===== src/rtl/pwtm_pkg.sv =====
// Package for the post/wait tag match table.
// Holds opcode, status and state encodings and the controller/datapath
// command and status structs. No dependencies.
`default_nettype none

package pwtm_pkg;

  localparam int NODE_W = 16;
  localparam int TAG_W  = 32;
  localparam int HELD_W = 7;
  localparam int ENTRY_W = NODE_W + TAG_W;

  typedef enum logic [1:0] {
    OP_POST          = 2'd0,
    OP_WAIT_ANY      = 2'd1,
    OP_WAIT_NODE     = 2'd2,
    OP_WAIT_NODE_TAG = 2'd3
  } op_t;

  typedef enum logic [1:0] {
    ST_POSTED   = 2'd0,
    ST_MATCHED  = 2'd1,
    ST_NO_MATCH = 2'd2,
    ST_FULL     = 2'd3
  } status_t;

  typedef enum logic [2:0] {
    S_IDLE,
    S_EXEC,
    S_SRCH_RD,
    S_SRCH_CMP,
    S_MOVE_RD,
    S_MOVE_WR,
    S_FIN
  } ctrl_state_t;

  // Commands from controller to datapath
  typedef struct packed {
    logic    load_req;
    logic    cnt_inc;
    logic    cnt_dec;
    logic    ptr_load_top;
    logic    ptr_inc;
    logic    ptr_dec;
    logic    rd_en;
    logic    wr_post;
    logic    wr_shift;
    logic    set_status;
    status_t status_code;
    logic    load_out;
  } ctrl_cmd_t;

  // Status from datapath to controller
  typedef struct packed {
    op_t  op;
    logic count_full;
    logic count_zero;
    logic ptr_zero;
    logic ptr_at_count;
    logic hit;
    logic out_free;
  } ctrl_sts_t;

endpackage

`default_nettype wire


===== src/rtl/post_wait_tag_match_table_top.sv =====
// Post/wait tag match table, top level. A node wait searches the notices newest first,
// reading then comparing each entry; on a hit it shifts each later entry down by one,
// reading it then writing it, and so closes the gap.
// One item in work at a time; the next is taken the cycle after its result loads.
// Reset (synchronous, rst_n low) empties the table; notice RAM is not cleared.
`default_nettype none

module post_wait_tag_match_table_top #(
  parameter int TABLE_DEPTH = 64
) (
  input  wire logic                              clk,
  input  wire logic                              rst_n,
  input  wire logic                              in_valid,
  output logic                                   in_stall,
  input  wire logic [1:0]                        in_opcode,
  input  wire logic [pwtm_pkg::NODE_W-1:0]       in_source_node,
  input  wire logic signed [pwtm_pkg::TAG_W-1:0] in_match_tag,
  output logic                                   out_valid,
  input  wire logic                              out_stall,
  output logic [1:0]                             out_status,
  output logic [pwtm_pkg::HELD_W-1:0]            out_entries_held
);

  pwtm_pkg::ctrl_cmd_t cmd;
  pwtm_pkg::ctrl_sts_t sts;

  pwtm_ctrl u_ctrl (
    .clk      (clk),
    .rst_n    (rst_n),
    .in_valid (in_valid),
    .in_stall (in_stall),
    .sts      (sts),
    .cmd      (cmd)
  );

  pwtm_dp #(
    .TABLE_DEPTH (TABLE_DEPTH)
  ) u_dp (
    .clk              (clk),
    .rst_n            (rst_n),
    .cmd              (cmd),
    .sts              (sts),
    .in_opcode        (in_opcode),
    .in_source_node   (in_source_node),
    .in_match_tag     (in_match_tag),
    .out_valid        (out_valid),
    .out_stall        (out_stall),
    .out_status       (out_status),
    .out_entries_held (out_entries_held)
  );

  // Never grow a full table
  a_no_overflow: assert property (@(posedge clk) disable iff (!rst_n)
    cmd.cnt_inc |-> !sts.count_full)
    else $error("count incremented on a full table");

  // Never shrink an empty table
  a_no_underflow: assert property (@(posedge clk) disable iff (!rst_n)
    cmd.cnt_dec |-> !sts.count_zero)
    else $error("count decremented on an empty table");

  // Result loaded only into a free output register
  a_out_free: assert property (@(posedge clk) disable iff (!rst_n)
    cmd.load_out |-> sts.out_free)
    else $error("result register overwritten");

  // One item in work at a time
  a_one_item: assert property (@(posedge clk) disable iff (!rst_n)
    (in_valid && !in_stall) |=> in_stall)
    else $error("second item taken while busy");

endmodule

`default_nettype wire


===== src/rtl/pwtm_ram.sv =====
// Generic single-write, single-read RAM with registered read data.
// No dependencies.
`default_nettype none

module pwtm_ram #(
  parameter int WIDTH = 48,
  parameter int DEPTH = 64
) (
  input  wire logic                     clk,
  input  wire logic                     wr_en,
  input  wire logic [$clog2(DEPTH)-1:0] wr_addr,
  input  wire logic [WIDTH-1:0]         wr_data,
  input  wire logic                     rd_en,
  input  wire logic [$clog2(DEPTH)-1:0] rd_addr,
  output logic      [WIDTH-1:0]         rd_data
);

  logic [WIDTH-1:0] mem [DEPTH];

  // Write port
  always_ff @(posedge clk) begin
    if (wr_en) begin
      mem[wr_addr] <= wr_data;
    end
  end

  // Registered read port
  always_ff @(posedge clk) begin
    if (rd_en) begin
      rd_data <= mem[rd_addr];
    end
  end

endmodule

`default_nettype wire


===== src/rtl/pwtm_dp.sv =====
// Datapath of the tag match table: request, count, pointer, notice RAM
// and result register. Depends on pwtm_pkg and pwtm_ram.
`default_nettype none

module pwtm_dp #(
  parameter int TABLE_DEPTH = 64
) (
  input  wire logic                         clk,
  input  wire logic                         rst_n,
  input  wire pwtm_pkg::ctrl_cmd_t          cmd,
  output pwtm_pkg::ctrl_sts_t               sts,
  input  wire logic [1:0]                   in_opcode,
  input  wire logic [pwtm_pkg::NODE_W-1:0]  in_source_node,
  input  wire logic signed [pwtm_pkg::TAG_W-1:0] in_match_tag,
  output logic                              out_valid,
  input  wire logic                         out_stall,
  output logic [1:0]                        out_status,
  output logic [pwtm_pkg::HELD_W-1:0]       out_entries_held
);

  localparam int AW = $clog2(TABLE_DEPTH);
  localparam int CW = $clog2(TABLE_DEPTH + 1);
  localparam int HW = pwtm_pkg::HELD_W;
  localparam int NW = pwtm_pkg::NODE_W;
  localparam int TW = pwtm_pkg::TAG_W;
  localparam int EW = pwtm_pkg::ENTRY_W;

  pwtm_pkg::op_t     req_op_r;
  logic [NW-1:0]     req_node_r;
  logic [TW-1:0]     req_tag_r;
  logic [CW-1:0]     count_r, count_nxt;
  logic [CW-1:0]     ptr_r, ptr_nxt;
  logic [CW-1:0]     ptr_m1;
  pwtm_pkg::status_t status_r;
  logic              out_valid_r;
  logic [1:0]        out_status_r;
  logic [HW-1:0]     out_held_r;

  logic              wr_en;
  logic [AW-1:0]     wr_addr;
  logic [EW-1:0]     wr_data;
  logic [EW-1:0]     rd_data;
  logic [NW-1:0]     rd_node;
  logic [TW-1:0]     rd_tag;

  // Capture the request
  always_ff @(posedge clk) begin
    if (cmd.load_req) begin
      req_op_r   <= pwtm_pkg::op_t'(in_opcode);
      req_node_r <= in_source_node;
      req_tag_r  <= in_match_tag;
    end
  end

  // Notice count
  always_comb begin
    count_nxt = count_r;
    if (cmd.cnt_inc) begin
      count_nxt = count_r + CW'(1);
    end else if (cmd.cnt_dec) begin
      count_nxt = count_r - CW'(1);
    end
  end

  always_ff @(posedge clk) begin
    if (!rst_n) begin
      count_r <= '0;
    end else begin
      count_r <= count_nxt;
    end
  end

  // Search / move pointer
  assign ptr_m1 = ptr_r - CW'(1);

  always_comb begin
    ptr_nxt = ptr_r;
    if (cmd.ptr_load_top) begin
      ptr_nxt = count_r - CW'(1);
    end else if (cmd.ptr_inc) begin
      ptr_nxt = ptr_r + CW'(1);
    end else if (cmd.ptr_dec) begin
      ptr_nxt = ptr_m1;
    end
  end

  always_ff @(posedge clk) begin
    ptr_r <= ptr_nxt;
  end

  // Result status
  always_ff @(posedge clk) begin
    if (cmd.set_status) begin
      status_r <= cmd.status_code;
    end
  end

  // Notice RAM: append at the tail, or shift an entry down by one
  assign wr_en   = cmd.wr_post | cmd.wr_shift;
  assign wr_addr = cmd.wr_post ? count_r[AW-1:0] : ptr_m1[AW-1:0];
  assign wr_data = cmd.wr_post ? {req_node_r, req_tag_r} : rd_data;

  pwtm_ram #(
    .WIDTH (EW),
    .DEPTH (TABLE_DEPTH)
  ) u_ram (
    .clk     (clk),
    .wr_en   (wr_en),
    .wr_addr (wr_addr),
    .wr_data (wr_data),
    .rd_en   (cmd.rd_en),
    .rd_addr (ptr_r[AW-1:0]),
    .rd_data (rd_data)
  );

  assign rd_node = rd_data[EW-1 -: NW];
  assign rd_tag  = rd_data[TW-1:0];

  // Result register
  always_ff @(posedge clk) begin
    if (!rst_n) begin
      out_valid_r <= 1'b0;
    end else if (cmd.load_out) begin
      out_valid_r <= 1'b1;
    end else if (!out_stall) begin
      out_valid_r <= 1'b0;
    end
  end

  always_ff @(posedge clk) begin
    if (cmd.load_out) begin
      out_status_r <= status_r;
      out_held_r   <= HW'(count_r);
    end
  end

  assign out_valid        = out_valid_r;
  assign out_status       = out_status_r;
  assign out_entries_held = out_held_r;

  // Status back to the controller
  always_comb begin
    sts.op           = req_op_r;
    sts.count_full   = (count_r == CW'(TABLE_DEPTH));
    sts.count_zero   = (count_r == '0);
    sts.ptr_zero     = (ptr_r == '0);
    sts.ptr_at_count = (ptr_r == count_r);
    sts.hit          = (rd_node == req_node_r) &&
                       ((req_op_r != pwtm_pkg::OP_WAIT_NODE_TAG) || (rd_tag == req_tag_r));
    sts.out_free     = !out_valid_r || !out_stall;
  end

endmodule

`default_nettype wire


===== src/rtl/pwtm_ctrl.sv =====
// Controller state machine of the tag match table: sequences post, wait,
// backward search and gap closing. Depends on pwtm_pkg.
`default_nettype none

module pwtm_ctrl (
  input  wire logic                clk,
  input  wire logic                rst_n,
  input  wire logic                in_valid,
  output logic                     in_stall,
  input  wire pwtm_pkg::ctrl_sts_t sts,
  output pwtm_pkg::ctrl_cmd_t      cmd
);

  pwtm_pkg::ctrl_state_t state_r, state_nxt;

  // State register
  always_ff @(posedge clk) begin
    if (!rst_n) begin
      state_r <= pwtm_pkg::S_IDLE;
    end else begin
      state_r <= state_nxt;
    end
  end

  // Next state and commands
  always_comb begin
    state_nxt = state_r;
    cmd       = '0;
    in_stall  = (state_r != pwtm_pkg::S_IDLE);
    unique case (state_r)
      pwtm_pkg::S_IDLE: begin
        // take one item
        if (in_valid) begin
          cmd.load_req = 1'b1;
          state_nxt    = pwtm_pkg::S_EXEC;
        end
      end
      pwtm_pkg::S_EXEC: begin
        cmd.set_status = 1'b1;
        state_nxt      = pwtm_pkg::S_FIN;
        unique case (sts.op)
          pwtm_pkg::OP_POST: begin
            if (sts.count_full) begin
              cmd.status_code = pwtm_pkg::ST_FULL;
            end else begin
              cmd.wr_post     = 1'b1;
              cmd.cnt_inc     = 1'b1;
              cmd.status_code = pwtm_pkg::ST_POSTED;
            end
          end
          pwtm_pkg::OP_WAIT_ANY: begin
            if (sts.count_zero) begin
              cmd.status_code = pwtm_pkg::ST_NO_MATCH;
            end else begin
              cmd.cnt_dec     = 1'b1;
              cmd.status_code = pwtm_pkg::ST_MATCHED;
            end
          end
          default: begin
            // node or node+tag wait: start at the newest notice
            if (sts.count_zero) begin
              cmd.status_code = pwtm_pkg::ST_NO_MATCH;
            end else begin
              cmd.set_status   = 1'b0;
              cmd.ptr_load_top = 1'b1;
              state_nxt        = pwtm_pkg::S_SRCH_RD;
            end
          end
        endcase
      end
      pwtm_pkg::S_SRCH_RD: begin
        cmd.rd_en = 1'b1;
        state_nxt = pwtm_pkg::S_SRCH_CMP;
      end
      pwtm_pkg::S_SRCH_CMP: begin
        if (sts.hit) begin
          // found: shift the later notices down over it
          cmd.ptr_inc = 1'b1;
          state_nxt   = pwtm_pkg::S_MOVE_RD;
        end else if (sts.ptr_zero) begin
          cmd.set_status  = 1'b1;
          cmd.status_code = pwtm_pkg::ST_NO_MATCH;
          state_nxt       = pwtm_pkg::S_FIN;
        end else begin
          cmd.ptr_dec = 1'b1;
          state_nxt   = pwtm_pkg::S_SRCH_RD;
        end
      end
      pwtm_pkg::S_MOVE_RD: begin
        if (sts.ptr_at_count) begin
          cmd.cnt_dec     = 1'b1;
          cmd.set_status  = 1'b1;
          cmd.status_code = pwtm_pkg::ST_MATCHED;
          state_nxt       = pwtm_pkg::S_FIN;
        end else begin
          cmd.rd_en = 1'b1;
          state_nxt = pwtm_pkg::S_MOVE_WR;
        end
      end
      pwtm_pkg::S_MOVE_WR: begin
        cmd.wr_shift = 1'b1;
        cmd.ptr_inc  = 1'b1;
        state_nxt    = pwtm_pkg::S_MOVE_RD;
      end
      pwtm_pkg::S_FIN: begin
        // hand the result over once the output register frees up
        if (sts.out_free) begin
          cmd.load_out = 1'b1;
          state_nxt    = pwtm_pkg::S_IDLE;
        end
      end
      default: begin
        state_nxt = pwtm_pkg::S_IDLE;
      end
    endcase
  end

endmodule

`default_nettype wire


===== config.mk =====
export PLATFORM = sky130hd
export DESIGN_NAME = post_wait_tag_match_table_top
export DESIGN_NICKNAME = d
export VERILOG_FILES = /design/src/rtl/pwtm_pkg.sv /design/src/rtl/post_wait_tag_match_table_top.sv /design/src/rtl/pwtm_ram.sv /design/src/rtl/pwtm_dp.sv /design/src/rtl/pwtm_ctrl.sv
export SDC_FILE = /design/constraint.sdc
export NUM_CORES = 2
export LEC_CHECK = 0
export ABC_AREA = 1
export BUFFER_PORTS_ARGS = -buffer_cell sky130_fd_sc_hd__clkbuf_2
export CORE_MARGIN = 1.5
export CORE_UTILIZATION = 40
export CTS_CLUSTER_SIZE = 10
export DETAILED_ROUTE_END_ITERATION = 8
export MAX_ROUTING_LAYER = met4
export SLEW_MARGIN = 10
export SYNTH_ARGS = -nofsm -noshare
export SYNTH_HDL_FRONTEND = slang
export SYNTH_SLANG_ARGS = --single-unit

===== constraint.sdc =====
create_clock -name clk -period 9.8 [get_ports clk]
set_input_delay 1.96 -clock clk [delete_from_list [all_inputs] [get_ports clk]]
set_output_delay 1.96 -clock clk [all_outputs]
set_load 0.01 [all_outputs]

==> qor.yml <==
clk_latency_ns: 0.90
io_pins: 65
finalMaxSlewViolations: 0
pre_cts_ws_ns: 3.87
cts_tree: "built"
place_congestion: 0.862
hold_viol_final: 0
fp.dieH_microns: 562
skew_ns: 0.0653
drive_above_1_share: 0.0835
setup_slack_ns: 3.79
period_share: 0.613
wl_per_cell_microns: 27.1
nets: 9519
clkTransAtPathRegs_ns: 0.06
hp-class: "flip-flop to flip-flop"
slew_headroom: 0.102
drt-initial-drc-count: 9405
coreArea_sq_mm: 0.312
vias: 79879
drc: 0
hold_buffers: 0
utilization: 0.449
cp_max_fo: 26
wirelength_microns: 370000
numCtsBuffers: 367
synth_top_area_share: 0.765
hpwl_microns: 194000
grt_setup_unrepaired: "false"
die_w_microns: 562
dr.pass1.iters: 6
timing.rr.start: "u_dp.count_r[1]"
startpoint: "u_dp.count_r[1]"
ctsLongestPathBuffers: 4
fillers: 27382
syn_inst: 9456
maxCapViolCount: 0
min_from: "u_dp.status_r[0]"
post_cts_resized: 0
grt_pass1_vias: 75976
areaGrowthSynthToFinish_pct: 12.0
port_buffers: 64
viasPerCell: 5.85
antenna_found_initial: 6
outcome: "finished clean"
post-cts-setup-buffers: 0
synthTopCellsByCount: "3188 x edfxtp_1, 1804 x nor2_1, 1603 x o21ai_0, 940 x nand2_1, 696 x o22ai_1"
asyncSetResetFlopFracSynth: 0
required_ns: 10.27
synth_flop_cell: "edfxtp_1"
grt_util_all_layers: 0.235
leakage_nw: 43.9
clock-sinks: 3199
fmax_mhz: 167
synth_cell_types: 41
htreeDepth: 5
p_per_area_mw_per_mm2: 280
yosys-top-cells-area: "edfxtp_1 77%, o21ai_0 6.4%, nor2_1 5.4%"
grt_max_degree: 193
crit_type: "flip-flop to flip-flop"
avgSynthCellArea_sq_um: 13.2
setup_viol: 0
cts_root_buf: "clkbuf_16"
worstMarginPinSlew_ns: 1.33
initial_core_util: 0.401
yosysMostFrequentCell: "edfxtp_1"
ys_seq_area_frac: 0.767
synth_nets: 9516
grt.overflow.total: 0
yosys.area.top_type: "edfxtp_1"
dieArea_sq_mm: 0.316
placementRows: 205
fin_setup_tns_ns: 0
worstPathArrival_ns: 6.48
syn_area_sq_mm: 0.125
synth_edf_count: 3188
grt_pass1_wl_microns: 532000
fin_crit_ns: 6.01
stdcell_area_sq_mm: 0.140
ys_warn_count: 0
max-vdd-ir-drop_v: 0.000230
final_antenna_net_count: 0
placed_area_sq_mm: 0.130
ys_ff_latch: 3199
worstSetupEndpointType: "flip-flop"
worst_setup_path_start_kind: "flip-flop"
[sequential cells by signal (all words and copies together), names as in the netlist]
| signal | count |
|---|---|
| u_dp.u_ram.rd_data | 48 |
| u_dp.out_valid | 1 |
| u_dp.status_r | 2 |
| u_dp.u_ram.mem | 3072 |
| u_dp.count_r | 7 |
| u_dp.req_tag_r | 32 |
| u_dp.out_status | 2 |
| u_ctrl.state_r | 3 |
| u_dp.ptr_r | 7 |
| u_dp.out_entries_held | 7 |
| u_dp.req_node_r | 16 |
| u_dp.req_op_r | 2 |
[logic make-up (layout without fill, tap and decap cells)]
kind of cell | Yosys count | in the layout | share of synthesized area
buffers and inverters | 705 | 769 | 0.0239
flip-flops | 3199 | 3199 | 0.767
AND/OR/NAND/NOR | 2925 | 2925 | 0.0909
adder cells (fa/ha/maj) | 6 | 6 | 0.000600
XOR/XNOR | 61 | 61 | 0.00427
other | 0 | 2 | 0
AO/OA/AOI/OAI | 2560 | 2560 | 0.113
[through the flow]
| stage | cells | total power, W | hold slack (ns) |
|---|---|---|---|
| floorplan | 9456 | 0.0236 | 0.400 |
| global placement | 13230 | 0.0274 | 0.439 |
| detailed placement | 13230 | 0.0276 | 0.417 |
| CTS | 13660 | 0.0393 | 0.442 |
| global route | 13661 | 0.0406 | 0.450 |
| finish | 13662 | 0.0393 | 0.435 |
[per-layer routing]
layer  track usage  vias up  wire (microns)
met4         0.102        0           17500
met5             -        -               0
met1         0.306    40403          147000
met3        0.0335      718           31300
li1              -    34836               -
met2         0.370     3922          174000
[final timing paths]
check,to,slack (ns),cells after the start
max reg2reg,u_dp.u_ram.mem[11][23],3.79,11
min reg2reg,u_dp.out_status[0],0.43,0
min,u_dp.out_status[0],0.43,0
max,u_dp.u_ram.mem[11][23],3.79,11
[final cells by class]
class / instances / area (sq um) / area share
Antenna cell: 2 / 5.00 / 0.0000357
Tap cell: 4140 / 5180 / 0.0370
Multi-Input combinational cell: 5552 / 26900 / 0.192
Timing Repair Buffer: 272 / 2040 / 0.0146
Clock buffer: 409 / 9530 / 0.0681
Clock inverter: 21 / 216 / 0.00155
Inverter: 67 / 284 / 0.00203
Sequential cell: 3199 / 96000 / 0.685
[critical path: stages (launching register included)]
cell,delay [ns]
dfxtp_1,0.49
inv_1,0.12
ha_1,0.22
nand4_1,0.16
nand3_4,0.46
inv_2,0.65
buf_4,0.50
a21oi_1,0.23
nor2_2,0.32
nand2_1,0.54
nor2_4,1.13
buf_4,0.70
[power breakdown]
part           switching [W]  internal, W
clock                0.00506      0.00678
sequential          0.000232       0.0177
combinational        0.00753      0.00195
total                 0.0128       0.0264
[cells in the final DEF, fill, tap and decap left out, drive strengths merged, types with 4 or more instances in the layout]
master / Yosys / final
xor2: 28 / 28
clkinv: 2 / 12
a211oi: 4 / 4
or2: 7 / 7
clkbuf: 418 / 473
nor2: 1808 / 1808
nand4: 72 / 72
xnor2: 33 / 33
buf: 220 / 208
nand3: 72 / 72
nand2: 950 / 950
edfxtp: 3188 / 3188
a22o: 26 / 26
o21ai: 1656 / 1656
o211ai: 24 / 24
inv: 65 / 75
o22ai: 696 / 696
dfxtp: 11 / 11
a41oi: 86 / 86
a21oi: 62 / 62
ha: 6 / 6
nor3: 14 / 14
(Power assumes the default switching activity.)
